### src/hw/rtl/bankers_safety_allocator_core_macros.svh
// Assertion macros shared by the allocator RTL.
`ifndef BANKERS_SAFETY_ALLOCATOR_CORE_MACROS_SVH
`define BANKERS_SAFETY_ALLOCATOR_CORE_MACROS_SVH

// The consequent must hold in the same cycle as the antecedent.
`define ASSERT_IMPLIES(label, ante, cons) \
    label: assert property (@(posedge i_clk) disable iff (!i_rst_n) (ante) |-> (cons)) \
        else $error("Same-cycle implication failed.");

// The consequent must hold in the cycle after the antecedent.
`define ASSERT_NEXT(label, ante, cons) \
    label: assert property (@(posedge i_clk) disable iff (!i_rst_n) (ante) |=> (cons)) \
        else $error("Next-cycle implication failed.");

`endif

### src/hw/rtl/bsa_pkg.sv
// Request and result types, opcodes and status codes of the allocator.
`default_nettype none
package bsa_pkg;

    localparam int WORK_W = 13;
    localparam int MAX_RES = 3;

    localparam logic [1:0] OP_LOAD_ROW   = 2'd0;
    localparam logic [1:0] OP_LOAD_AVAIL = 2'd1;
    localparam logic [1:0] OP_REQUEST    = 2'd2;
    localparam logic [1:0] OP_CHECK      = 2'd3;

    localparam logic [2:0] STAT_DONE     = 3'd0;
    localparam logic [2:0] STAT_GRANTED  = 3'd1;
    localparam logic [2:0] STAT_UNSAFE   = 3'd2;
    localparam logic [2:0] STAT_EXCEEDS  = 3'd3;
    localparam logic [2:0] STAT_SHORT    = 3'd4;
    localparam logic [2:0] STAT_BAD_PROC = 3'd5;

    typedef struct packed {
        logic [1:0] opcode;
        logic [3:0] process_id;
        logic [7:0] units_0;
        logic [7:0] units_1;
        logic [7:0] units_2;
        logic [7:0] held_0;
        logic [7:0] held_1;
        logic [7:0] held_2;
    } t_in_req;

    typedef struct packed {
        logic [2:0] status;
        logic       safe_flag;
    } t_out_res;

    function automatic logic [7:0] units_at(t_in_req q, int r);
        priority if (r == 0) begin
            return q.units_0;
        end else if (r == 1) begin
            return q.units_1;
        end else begin
            return q.units_2;
        end
    endfunction

    function automatic logic [7:0] held_at(t_in_req q, int r);
        priority if (r == 0) begin
            return q.held_0;
        end else if (r == 1) begin
            return q.held_1;
        end else begin
            return q.held_2;
        end
    endfunction

endpackage
`default_nettype wire

### src/hw/rtl/bankers_safety_allocator_core.sv
// Banker's-algorithm allocator: row tables, request checks and iterative safety scan.
//
//  channel   direction  handshake                  payload
//  request   in         i_in_valid / o_in_stall    i_in_req  (t_in_req)
//  result    out        o_out_valid / i_out_stall  o_out_res (t_out_res)
//
// Loads and refused requests pass from acceptance through S_EXEC and S_FIN to the output register.
// A safety check or a passing request also runs the scan in S_SCAN, one row at a time, at most
// NUM_PROCESSES rounds of NUM_PROCESSES rows, before it reaches S_FIN.
// One shared row unit (need compare and work add) evaluates a single row each cycle.
// Synchronous reset clears all tables. A new request is taken only when the block is idle.
// A finished result waits in its own stage until the output register is free.
`default_nettype none
`include "bankers_safety_allocator_core_macros.svh"
module bankers_safety_allocator_core #(
    parameter int NUM_PROCESSES = 5,
    parameter int NUM_RESOURCES = 3
) (
    input  logic               i_clk,
    input  logic               i_rst_n,
    input  logic               i_in_valid,
    output logic               o_in_stall,
    input  bsa_pkg::t_in_req   i_in_req,
    output logic               o_out_valid,
    input  logic               i_out_stall,
    output bsa_pkg::t_out_res  o_out_res
);
    import bsa_pkg::*;

    localparam int PW = (NUM_PROCESSES > 1) ? $clog2(NUM_PROCESSES) : 1;
    localparam int FW = $clog2(NUM_PROCESSES + 1);
    localparam logic [PW-1:0] LAST_ROW = PW'(NUM_PROCESSES - 1);
    localparam logic [FW-1:0] ALL_ROWS = FW'(NUM_PROCESSES);

    typedef enum logic [3:0] {
        S_IDLE = 4'b0001,
        S_EXEC = 4'b0010,
        S_SCAN = 4'b0100,
        S_FIN  = 4'b1000
    } t_state;

    t_state                  r_state, n_state;
    t_in_req                 r_req, n_req;
    t_out_res                r_res, n_res;
    t_out_res                r_out, n_out;
    logic                    r_out_valid, n_out_valid;
    logic [7:0]              r_avail [NUM_RESOURCES];
    logic [7:0]              n_avail [NUM_RESOURCES];
    logic [7:0]              r_max   [NUM_PROCESSES][NUM_RESOURCES];
    logic [7:0]              n_max   [NUM_PROCESSES][NUM_RESOURCES];
    logic [7:0]              r_alloc [NUM_PROCESSES][NUM_RESOURCES];
    logic [7:0]              n_alloc [NUM_PROCESSES][NUM_RESOURCES];
    logic [WORK_W-1:0]       r_work  [NUM_RESOURCES];
    logic [WORK_W-1:0]       n_work  [NUM_RESOURCES];
    logic [NUM_PROCESSES-1:0] r_done, n_done;
    logic [FW-1:0]           r_fin, n_fin;
    logic                    r_prog, n_prog;
    logic [PW-1:0]           r_ptr, n_ptr;
    logic                    r_tent, n_tent;

    logic                    pid_ok;
    logic [PW-1:0]           pid_idx;
    logic [PW-1:0]           rd_idx;
    logic [7:0]              req_units [NUM_RESOURCES];
    logic [7:0]              alloc_eff [NUM_RESOURCES];
    logic [8:0]              need      [NUM_RESOURCES];
    logic [NUM_RESOURCES-1:0] fits, over, short_of;
    logic                    row_fit;
    logic [FW-1:0]           fin_step;
    logic                    prog_step;
    logic                    scan_safe;

    assign pid_ok  = (int'(r_req.process_id) < NUM_PROCESSES);
    assign pid_idx = r_req.process_id[PW-1:0];
    assign rd_idx  = (r_state == S_SCAN) ? r_ptr : pid_idx;

    always_comb begin
        for (int r = 0; r < NUM_RESOURCES; r++) begin
            req_units[r] = units_at(r_req, r);
            alloc_eff[r] = r_alloc[rd_idx][r]
                         + ((r_tent && (rd_idx == pid_idx)) ? req_units[r] : 8'd0);
            need[r]      = {1'b0, r_max[rd_idx][r]} - {1'b0, alloc_eff[r]};
            fits[r]      = need[r][8]
                         || ({{(WORK_W-8){1'b0}}, need[r][7:0]} <= r_work[r]);
            over[r]      = need[r][8] || (req_units[r] > need[r][7:0]);
            short_of[r]  = req_units[r] > r_avail[r];
        end
    end

    assign row_fit   = !r_done[r_ptr] && (&fits);
    assign fin_step  = r_fin + FW'(row_fit);
    assign prog_step = r_prog || row_fit;
    assign scan_safe = (fin_step == ALL_ROWS);

    always_comb begin
        n_state     = r_state;
        n_req       = r_req;
        n_res       = r_res;
        n_out       = r_out;
        n_out_valid = r_out_valid && i_out_stall;
        n_avail     = r_avail;
        n_max       = r_max;
        n_alloc     = r_alloc;
        n_work      = r_work;
        n_done      = r_done;
        n_fin       = r_fin;
        n_prog      = r_prog;
        n_ptr       = r_ptr;
        n_tent      = r_tent;

        unique case (r_state)
            S_IDLE: begin
                if (i_in_valid) begin
                    n_req   = i_in_req;
                    n_state = S_EXEC;
                end
            end
            S_EXEC: begin
                n_res   = '{status: STAT_DONE, safe_flag: 1'b0};
                n_state = S_FIN;
                n_done  = '0;
                n_fin   = '0;
                n_prog  = 1'b0;
                n_ptr   = '0;
                n_tent  = 1'b0;
                for (int r = 0; r < NUM_RESOURCES; r++) begin
                    n_work[r] = {{(WORK_W-8){1'b0}}, r_avail[r]};
                end
                unique case (r_req.opcode)
                    OP_LOAD_ROW: begin
                        if (!pid_ok) begin
                            n_res.status = STAT_BAD_PROC;
                        end else begin
                            for (int r = 0; r < NUM_RESOURCES; r++) begin
                                n_max[pid_idx][r]   = units_at(r_req, r);
                                n_alloc[pid_idx][r] = held_at(r_req, r);
                            end
                        end
                    end
                    OP_LOAD_AVAIL: begin
                        for (int r = 0; r < NUM_RESOURCES; r++) begin
                            n_avail[r] = req_units[r];
                        end
                    end
                    OP_CHECK: begin
                        n_state = S_SCAN;
                    end
                    OP_REQUEST: begin
                        priority if (!pid_ok) begin
                            n_res.status = STAT_BAD_PROC;
                        end else if (|over) begin
                            n_res.status = STAT_EXCEEDS;
                        end else if (|short_of) begin
                            n_res.status = STAT_SHORT;
                        end else begin
                            n_tent  = 1'b1;
                            n_state = S_SCAN;
                            for (int r = 0; r < NUM_RESOURCES; r++) begin
                                n_work[r] = {{(WORK_W-8){1'b0}}, r_avail[r] - req_units[r]};
                            end
                        end
                    end
                    default: begin
                        n_state = S_FIN;
                    end
                endcase
            end
            S_SCAN: begin
                if (row_fit) begin
                    for (int r = 0; r < NUM_RESOURCES; r++) begin
                        n_work[r] = r_work[r] + {{(WORK_W-8){1'b0}}, alloc_eff[r]};
                    end
                    n_done[r_ptr] = 1'b1;
                end
                n_fin  = fin_step;
                n_prog = prog_step;
                if (r_ptr == LAST_ROW) begin
                    n_ptr  = '0;
                    n_prog = 1'b0;
                    if (scan_safe || !prog_step) begin
                        n_state = S_FIN;
                        n_tent  = 1'b0;
                        if (!r_tent) begin
                            n_res = '{status: STAT_DONE, safe_flag: scan_safe};
                        end else if (scan_safe) begin
                            n_res = '{status: STAT_GRANTED, safe_flag: 1'b1};
                            for (int r = 0; r < NUM_RESOURCES; r++) begin
                                n_avail[r]          = r_avail[r] - req_units[r];
                                n_alloc[pid_idx][r] = r_alloc[pid_idx][r] + req_units[r];
                            end
                        end else begin
                            n_res = '{status: STAT_UNSAFE, safe_flag: 1'b0};
                        end
                    end
                end else begin
                    n_ptr = r_ptr + 1'b1;
                end
            end
            S_FIN: begin
                if (!r_out_valid || !i_out_stall) begin
                    n_out       = r_res;
                    n_out_valid = 1'b1;
                    n_state     = S_IDLE;
                end
            end
            default: begin
                n_state = S_IDLE;
            end
        endcase
    end

    always_ff @(posedge i_clk) begin
        if (!i_rst_n) begin
            r_state     <= S_IDLE;
            r_out_valid <= 1'b0;
            r_done      <= '0;
            r_fin       <= '0;
            r_prog      <= 1'b0;
            r_ptr       <= '0;
            r_tent      <= 1'b0;
            for (int r = 0; r < NUM_RESOURCES; r++) begin
                r_avail[r] <= 8'd0;
            end
            for (int p = 0; p < NUM_PROCESSES; p++) begin
                for (int r = 0; r < NUM_RESOURCES; r++) begin
                    r_max[p][r]   <= 8'd0;
                    r_alloc[p][r] <= 8'd0;
                end
            end
        end else begin
            r_state     <= n_state;
            r_out_valid <= n_out_valid;
            r_done      <= n_done;
            r_fin       <= n_fin;
            r_prog      <= n_prog;
            r_ptr       <= n_ptr;
            r_tent      <= n_tent;
            r_avail     <= n_avail;
            r_max       <= n_max;
            r_alloc     <= n_alloc;
        end
    end

    always_ff @(posedge i_clk) begin
        r_req  <= n_req;
        r_res  <= n_res;
        r_out  <= n_out;
        r_work <= n_work;
    end

    assign o_in_stall  = (r_state != S_IDLE);
    assign o_out_valid = r_out_valid;
    assign o_out_res   = r_out;

    `ASSERT_NEXT(a_busy_after_accept, i_in_valid && !o_in_stall, o_in_stall)
    `ASSERT_IMPLIES(a_grant_is_safe, o_out_valid && (o_out_res.status == STAT_GRANTED), o_out_res.safe_flag)
    `ASSERT_IMPLIES(a_scan_ptr_range, r_state == S_SCAN, r_ptr <= LAST_ROW)
    `ASSERT_IMPLIES(a_fin_bound, r_state == S_SCAN, r_fin <= ALL_ROWS)

endmodule
`default_nettype wire
### config.mk
export PLATFORM = sky130hd
export DESIGN_NAME = bankers_safety_allocator_core
export DESIGN_NICKNAME = d
export VERILOG_FILES = /design/src/hw/rtl/bsa_pkg.sv /design/src/hw/rtl/bankers_safety_allocator_core.sv
export VERILOG_INCLUDE_DIRS = /design/src /design/src/hw/rtl
export SDC_FILE = /design/constraint.sdc
export NUM_CORES = 1
export LEC_CHECK = 0
export BUFFER_PORTS_ARGS = -buffer_cell sky130_fd_sc_hd__buf_2
export CAP_MARGIN = 20
export CORE_MARGIN = 2
export CORE_UTILIZATION = 64
export DETAILED_ROUTE_END_ITERATION = 6
export PLACE_DENSITY_LB_ADDON = 0.2
export SLEW_MARGIN = 20
export SYNTH_ARGS = -nofsm -noshare
export SYNTH_HDL_FRONTEND = slang
export SYNTH_SLANG_ARGS = --single-unit
### constraint.sdc
create_clock -name i_clk -period 8.8 [get_ports i_clk]
set_input_delay 1.76 -clock i_clk [delete_from_list [all_inputs] [get_ports i_clk]]
set_output_delay 1.76 -clock i_clk [all_outputs]
set_load 0.01 [all_outputs]
After elaboration in Yosys (flattened, before gate mapping)
Cells that the tools add are included.
{"block": "totals", "reg_bits": 383, "inputBits": 58, "elab_cells": 246}
{"block": "op_classes", "addsub": 17, "magnitude_cmp": 15, "eq_ne": 21, "mux": 104, "bitwise": 3, "reduce_logical": 31}
{"op": "$bwmux 120", "count": 9}
{"op": "$mux 120", "count": 6}
{"op": "$mux 24", "count": 12}
{"op": "$pmux 120 s2", "count": 1}
{"op": "$bmux 24 s3", "count": 3}
{"op": "$demux 24 s3", "count": 3}
{"op": "$mux 8", "count": 22}
{"op": "$mux 34", "count": 4}
{"op": "$pmux 39 s2", "count": 1}
{"op": "$add 8x8->8", "count": 6}
{"op": "$gt 8x8->1", "count": 6}
{"op": "$pmux 24 s2", "count": 1}
{"op": "$add 13x8->13", "count": 3}
{"op": "$le 8x13->1", "count": 3}
{"op": "$mux 39", "count": 1}
{"op": "$mux 4", "count": 9}
{"op": "$sub 8x8->9", "count": 3}
{"op": "$mux 3", "count": 8}
{"op": "$sub 8x8->8", "count": 3}
{"op": "$pmux 3 s2", "count": 3}
{"op": "$mux 16", "count": 1}
{"op": "$pmux 4 s2", "count": 2}
{"op": "$pmux 4 s4", "count": 1}
{"op": "$ne 2x2->1 const B", "count": 6}
{"op": "36 further kinds", "count": 74}

Logic depth before layout (Yosys ltp)
{"block": "logic_depth", "word_depth": 19, "depth_mapped": 39, "ltp_nobuf": 34}

Least setup slack after synthesis
No wires, ideal clock.
{"block": "synth_timing", "kind": "register to register", "startpoint": "register r_state[3]", "endpoint": "register r_alloc[74] in the netlist's numbering", "setup_time_ns": 0.131, "arrival_time_ns": 7.536, "required_time_ns": 8.669, "path_slack_ns": 1.133, "path_stages_with_launch": 38, "cell_sequence": "dfxtp_1 -> or4b_4 -> buf_6 -> mux2i_4 -> buf_8 -> buf_6 -> mux4_2 -> a22o_1 -> ha_1 -> inv_1 -> fa_1 -> nor2b_1 -> o21ai_0 -> nand2b_1 -> a21o_1 -> a21o_1 -> xor2_1 -> inv_1 -> [2 not listed] -> a31oi_1 -> xnor2_1 -> ha_1 -> nand2_1 -> nor2_1 -> a211oi_1 -> a211oi_1 -> nor4_2 -> ha_1 -> ha_1 -> nand2b_1 -> nor4_4 -> a22oi_2 -> nor2_1 -> nand2_1 -> clkbuf_1 -> nand3_1 -> o21ai_0"}
{"block": "synth_between", "elab_chain_len": 17}
{"item": "start, declared", "line": "bankers_safety_allocator_core.sv:42", "source": "t_state r_state, n_state;"}
{"item": "start signal, assigned", "line": "bankers_safety_allocator_core.sv:231", "source": "r_state <= n_state;"}
{"item": "$eq 4x3->1", "line": "bankers_safety_allocator_core.sv:75, bankers_safety_allocator_core.sv:111"}
{"item": "$mux 3", "line": "bankers_safety_allocator_core.sv:75", "source": "assign rd_idx = (r_state == S_SCAN) ? r_ptr : pid_idx;"}
{"item": "$not 3->4 (not written as such)", "line": "bankers_safety_allocator_core.sv:80, bankers_safety_allocator_core.sv:82"}
{"item": "$bmux 24 s3", "line": "bankers_safety_allocator_core.sv:80", "source": "alloc_eff[r] = r_alloc[rd_idx][r]"}
{"item": "$mux 24 (not written as such) (2 in a row)", "line": "bankers_safety_allocator_core.sv:80"}
{"item": "$add 8x8->8", "line": "bankers_safety_allocator_core.sv:81", "source": "+ ((r_tent && (rd_idx == pid_idx)) ? req_units[r] : 8'd0);"}
{"item": "$sub 8x8->9", "line": "bankers_safety_allocator_core.sv:82", "source": "need[r] = {1'b0, r_max[rd_idx][r]} - {1'b0, alloc_eff[r]};"}
{"item": "$le 8x13->1", "line": "bankers_safety_allocator_core.sv:84", "source": "|| ({{(WORK_W-8){1'b0}}, need[r][7:0]} <= r_work[r]);"}
{"item": "$logic_or 1x1->1", "line": "bankers_safety_allocator_core.sv:84"}
{"item": "$reduce_and 3->1", "line": "bankers_safety_allocator_core.sv:90", "source": "assign row_fit = !r_done[r_ptr] && (&fits);"}
{"item": "$logic_and 1x1->1", "line": "bankers_safety_allocator_core.sv:90"}
{"item": "$add 3x1->3 or $logic_or 1x1->1 (tied branches)", "line": "bankers_safety_allocator_core.sv:91, bankers_safety_allocator_core.sv:92"}
{"item": "$eq 3x3->1 or $logic_not 1->1 (tied branches)", "line": "bankers_safety_allocator_core.sv:93, bankers_safety_allocator_core.sv:180"}
{"item": "$logic_or 1x1->1", "line": "bankers_safety_allocator_core.sv:180", "source": "if (scan_safe || !prog_step) begin"}
{"item": "$ne 2x1->1 (no source line)"}
{"item": "$reduce_and 7->1 (no source line)"}
{"item": "end signal, assigned", "line": "bankers_safety_allocator_core.sv:240", "source": "r_alloc <= n_alloc;"}
{"item": "end, declared", "line": "bankers_safety_allocator_core.sv:51", "source": "logic [7:0] r_alloc [NUM_PROCESSES][NUM_RESOURCES];"}
Several ways; a longest one is shown, not always the timed one. The select of a mux whose other input is x is not followed.
A chain may end at the register's enable or synchronous reset.

Worst setup path after layout
{"block": "layout_timing", "startpoint": "register r_state[3]", "endpoint": "register r_alloc[15] in the netlist's numbering"}
The elaborated chain is that of the path after synthesis.

==> results.toml <==
[status]
outcome = "finished with violations"
violations = "design-rule violations"

[power_and_ir_drop]
peakVddDrop_mv = 0.181
p_total_w = 0.00417
p_leak_nw = 10.0
cellPowerDensity_mw_per_mm2 = 165

[run]
max_cap_violations = 0

[clock_tree]
htreeDepth = 2
clock_sinks = 383
numCtsBuffers = 42
cts_hold_buf = 0
path_clk_slew_ns = 0.06
root_buffer = "clkbuf_16"
cts_buffer_depth = 3
cts_tree = "yes"
clk_latency_ns = 0.58

[setup_path]
worstPathRequired_ns = 9.28
cp.arrival_ns = 8.93
end_kind = "flop"
cp_num_buf_inv = 6
reg2reg_to = "r_alloc[15]$_SDFFE_PN0P_"
r2r_cells = 35
crit_type = "reg -> reg"
max_stage_delay_ns = 0.63
rr_startpoint = "r_state[3]$_SDFFE_PN0P_"
ff2ff_setup_slack_ns = 0.35
crit_family = "compound AO/OA/AOI/OAI gates"
cp_slowest_cell = "or4b_4"
cp_common_cell = "ha_1"
crit_fanout = 25
start_kind = "flop"

[sta]
fin_crit_sh_pct = 96.0
finalCriticalPeriod_ns = 8.45
final_hold_viol_count = 0
slew_viol_final = 0
final-setup-viol-count = 0
tightest_slew_ns = 1.11
maxSlewHeadroom_pct = 25.5
clock_skew_ns = 0.0146
timing.hold.ws_ns = 0.420
fin_setup_tns_ns = 0
fmax_mhz = 118

[grt]
antenna_found_initial = 0
grt_max_degree = 148
grt_usage_pct = 33.2
grt_pass1_wl_um = 100000
grt_pass1_vias = 18605
overflow = 0

[yosys]
synth_compound_area_share_pct = 17.4
syn_avg_cell_area_um2 = 9.16
synthFlopType = "dfxtp_1"
synth.area.top_cells = "dfxtp_1, edfxtp_1, ha_1"
synthAdderAreaFrac_pct = 10.4
synth_top_area_share_pct = 24.6
synthDistinctLibCells = 82
synth-simple-area-share_pct = 16.0
synthMuxAreaShare_pct = 9.18
synth_seq_area_share_pct = 37.9
synth-async-reset-ratio_pct = 0
synth_top_family_by_area = "compound AO/OA/AOI/OAI gates"
synth_top_cell_by_area = "dfxtp_1"
ys_ff_latch = 383
synth_edf_count = 101
yosys_warnings = 0
post_synth_xor_area_fraction_pct = 4.16
synthCells = 2504
synth_nets = 2743
post_synth_instance_area_mm2 = 0.0229

[die]
initial_core_util_pct = 64.8
ios = 64
die-area_mm2 = 0.0373
coreArea_mm2 = 0.0354
die_w_um = 193
num_rows = 69
fp.dieH_um = 193

[cells_and_area]
nNetsFinal = 2762
final_cells = 3018
final_area_mm2 = 0.0252
multi_input_area_mm2 = 0.0132
syn_to_final_growth_pct = 10.1
antennaDiodeCount = 0
final_common_cell = "nand2_1"
fillers = 2642
final_cell_mix = "nand2_1, dfxtp_1, nor2_1, a21oi_1, ha_1"
register_area_mm2 = 0.00868
drive_above_1_share_pct = 11.5

[worst_hold_path]
hp-class = "reg -> reg"
min_from = "r_res[1]$_DFFE_PP_"
worstHoldPathCells = 0
worst_hold_path.endpoint = "o_out_res[1]$_DFFE_PP_"

[placed_design]
gp_congestion = 0.915
io_buffers = 63
dpl_cell_area_mm2 = 0.0236
dp_hpwl_um = 43300
dp.cells = 2931

[detailed_routing]
finalWirelength_um = 63600
remaining_drc_errors = 2
ant_nets = 0
routedWlPerCell_um = 21.1
firstDrtPassIters = 7
drt_iter0_markers = 2089
via_per_inst = 6.43
dr_total_vias = 19418
[synthesized netlist by cell type (all sizes together), types with 4 or more instances]
cell    number
o31a         5
dfxtp      282
o31ai        7
o21a        18
fa          15
o21bai      12
or3         11
a22oi       11
a32oi        4
and2        21
nand3       82
o211ai       9
o22ai        4
a21oi      199
o21ai      115
inv        131
or2          5
nor2b       20
buf         51
nor2       243
nand3b       7
nand4       13
xor2        34
xnor2       75
mux4        67
nor3        31
a21o        35
a31oi        9
clkbuf      95
nor4         8
or4          5
o221ai      11
nand2b      12
a211oi      76
nand2      335
ha         166
a22o        60
o41ai        6
mux2i       54
edfxtp     101
and3        10
a311oi      15
[cells by family after synthesis]
group,after synthesis
simple gates,815
xor+xnor,109
mux,123
compound gates,615
flops,383
buf+inv,278
fa+ha+maj,181
[layer usage]
layer  vias to the layer above  global-route usage (%)  part of all wire [%]
li1                       9025                       -                     -
met1                      9359                    45.8                    42
met2                       865                    53.6                    46
met3                       169                    4.72                   8.2
met4                         0                    12.4                   3.3
met5                         -                       0                     0
[where the power goes]
| group | switching [W] | internal [W] | leakage, nW |
|---|---|---|---|
| clock | 0.000754 | 0.00115 | 0.745 |
| combinational | 0.000236 | 0.000136 | 6.08 |
| sequential | 0.0000488 | 0.00184 | 3.21 |
[flip-flops by register name, indices dropped and copies added, names as in the netlist]
name         cells
r_done           5
r_prog           1
o_out_valid      1
o_out_res        4
r_ptr            3
r_work          39
pid_idx          3
r_state          4
r_fin            3
r_req           51
r_res            4
r_tent           1
r_max          120
r_alloc        120
r_avail         24
[how the worst max path moves through the flow]
stage / slack [ns] / cells after the start / end / start
after floorplan: 1.13 / 37 / r_alloc[74]$_SDFFE_PN0P_ / r_state[3]$_SDFFE_PN0P_
after global placement: 0.45 / 33 / r_alloc[67]$_SDFFE_PN0P_ / r_state[3]$_SDFFE_PN0P_
after detailed placement: 0.19 / 33 / r_alloc[66]$_SDFFE_PN0P_ / r_state[3]$_SDFFE_PN0P_
after CTS: 0.13 / 33 / r_alloc[66]$_SDFFE_PN0P_ / r_state[3]$_SDFFE_PN0P_
after global routing: -0.03 / 35 / r_alloc[15]$_SDFFE_PN0P_ / r_state[3]$_SDFFE_PN0P_
final: 0.35 / 35 / r_alloc[15]$_SDFFE_PN0P_ / r_state[3]$_SDFFE_PN0P_
[stage by stage]
stage	setup WS, ns	util, %
global route	-0.0331	71.3
detailed placement	0.188	66.7
floorplan	1.13	-
finish	0.352	71.3
CTS	0.131	70.9
global placement	0.453	66.7
[final cells by class]
| cell class | count | share of cell area, % |
|---|---|---|
| multi-input cells | 1844 | 52.1 |
| inverters | 132 | 1.99 |
| flip-flops and latches | 383 | 34.4 |
| repair buffers | 120 | 3.26 |
| clock inverters | 21 | 0.937 |
| well taps | 461 | 2.29 |
| clock buffers | 57 | 4.98 |
[repair_timing]
action                     in CTS  in global routing
setup buffers                   0                  7
setup endpoints to repair       0                115
resized for setup               0                  9
[worst reg2reg max path: cells and delay by family (launching register included)]
family / cells / cell delay, ns
compound gates: 10 / 2.13
simple gates: 9 / 2.08
fa+ha+maj: 6 / 1.53
buf+inv: 6 / 1.05
mux: 2 / 0.85
flops: 1 / 0.38
xor+xnor: 2 / 0.32
(Power assumes the default switching activity.)
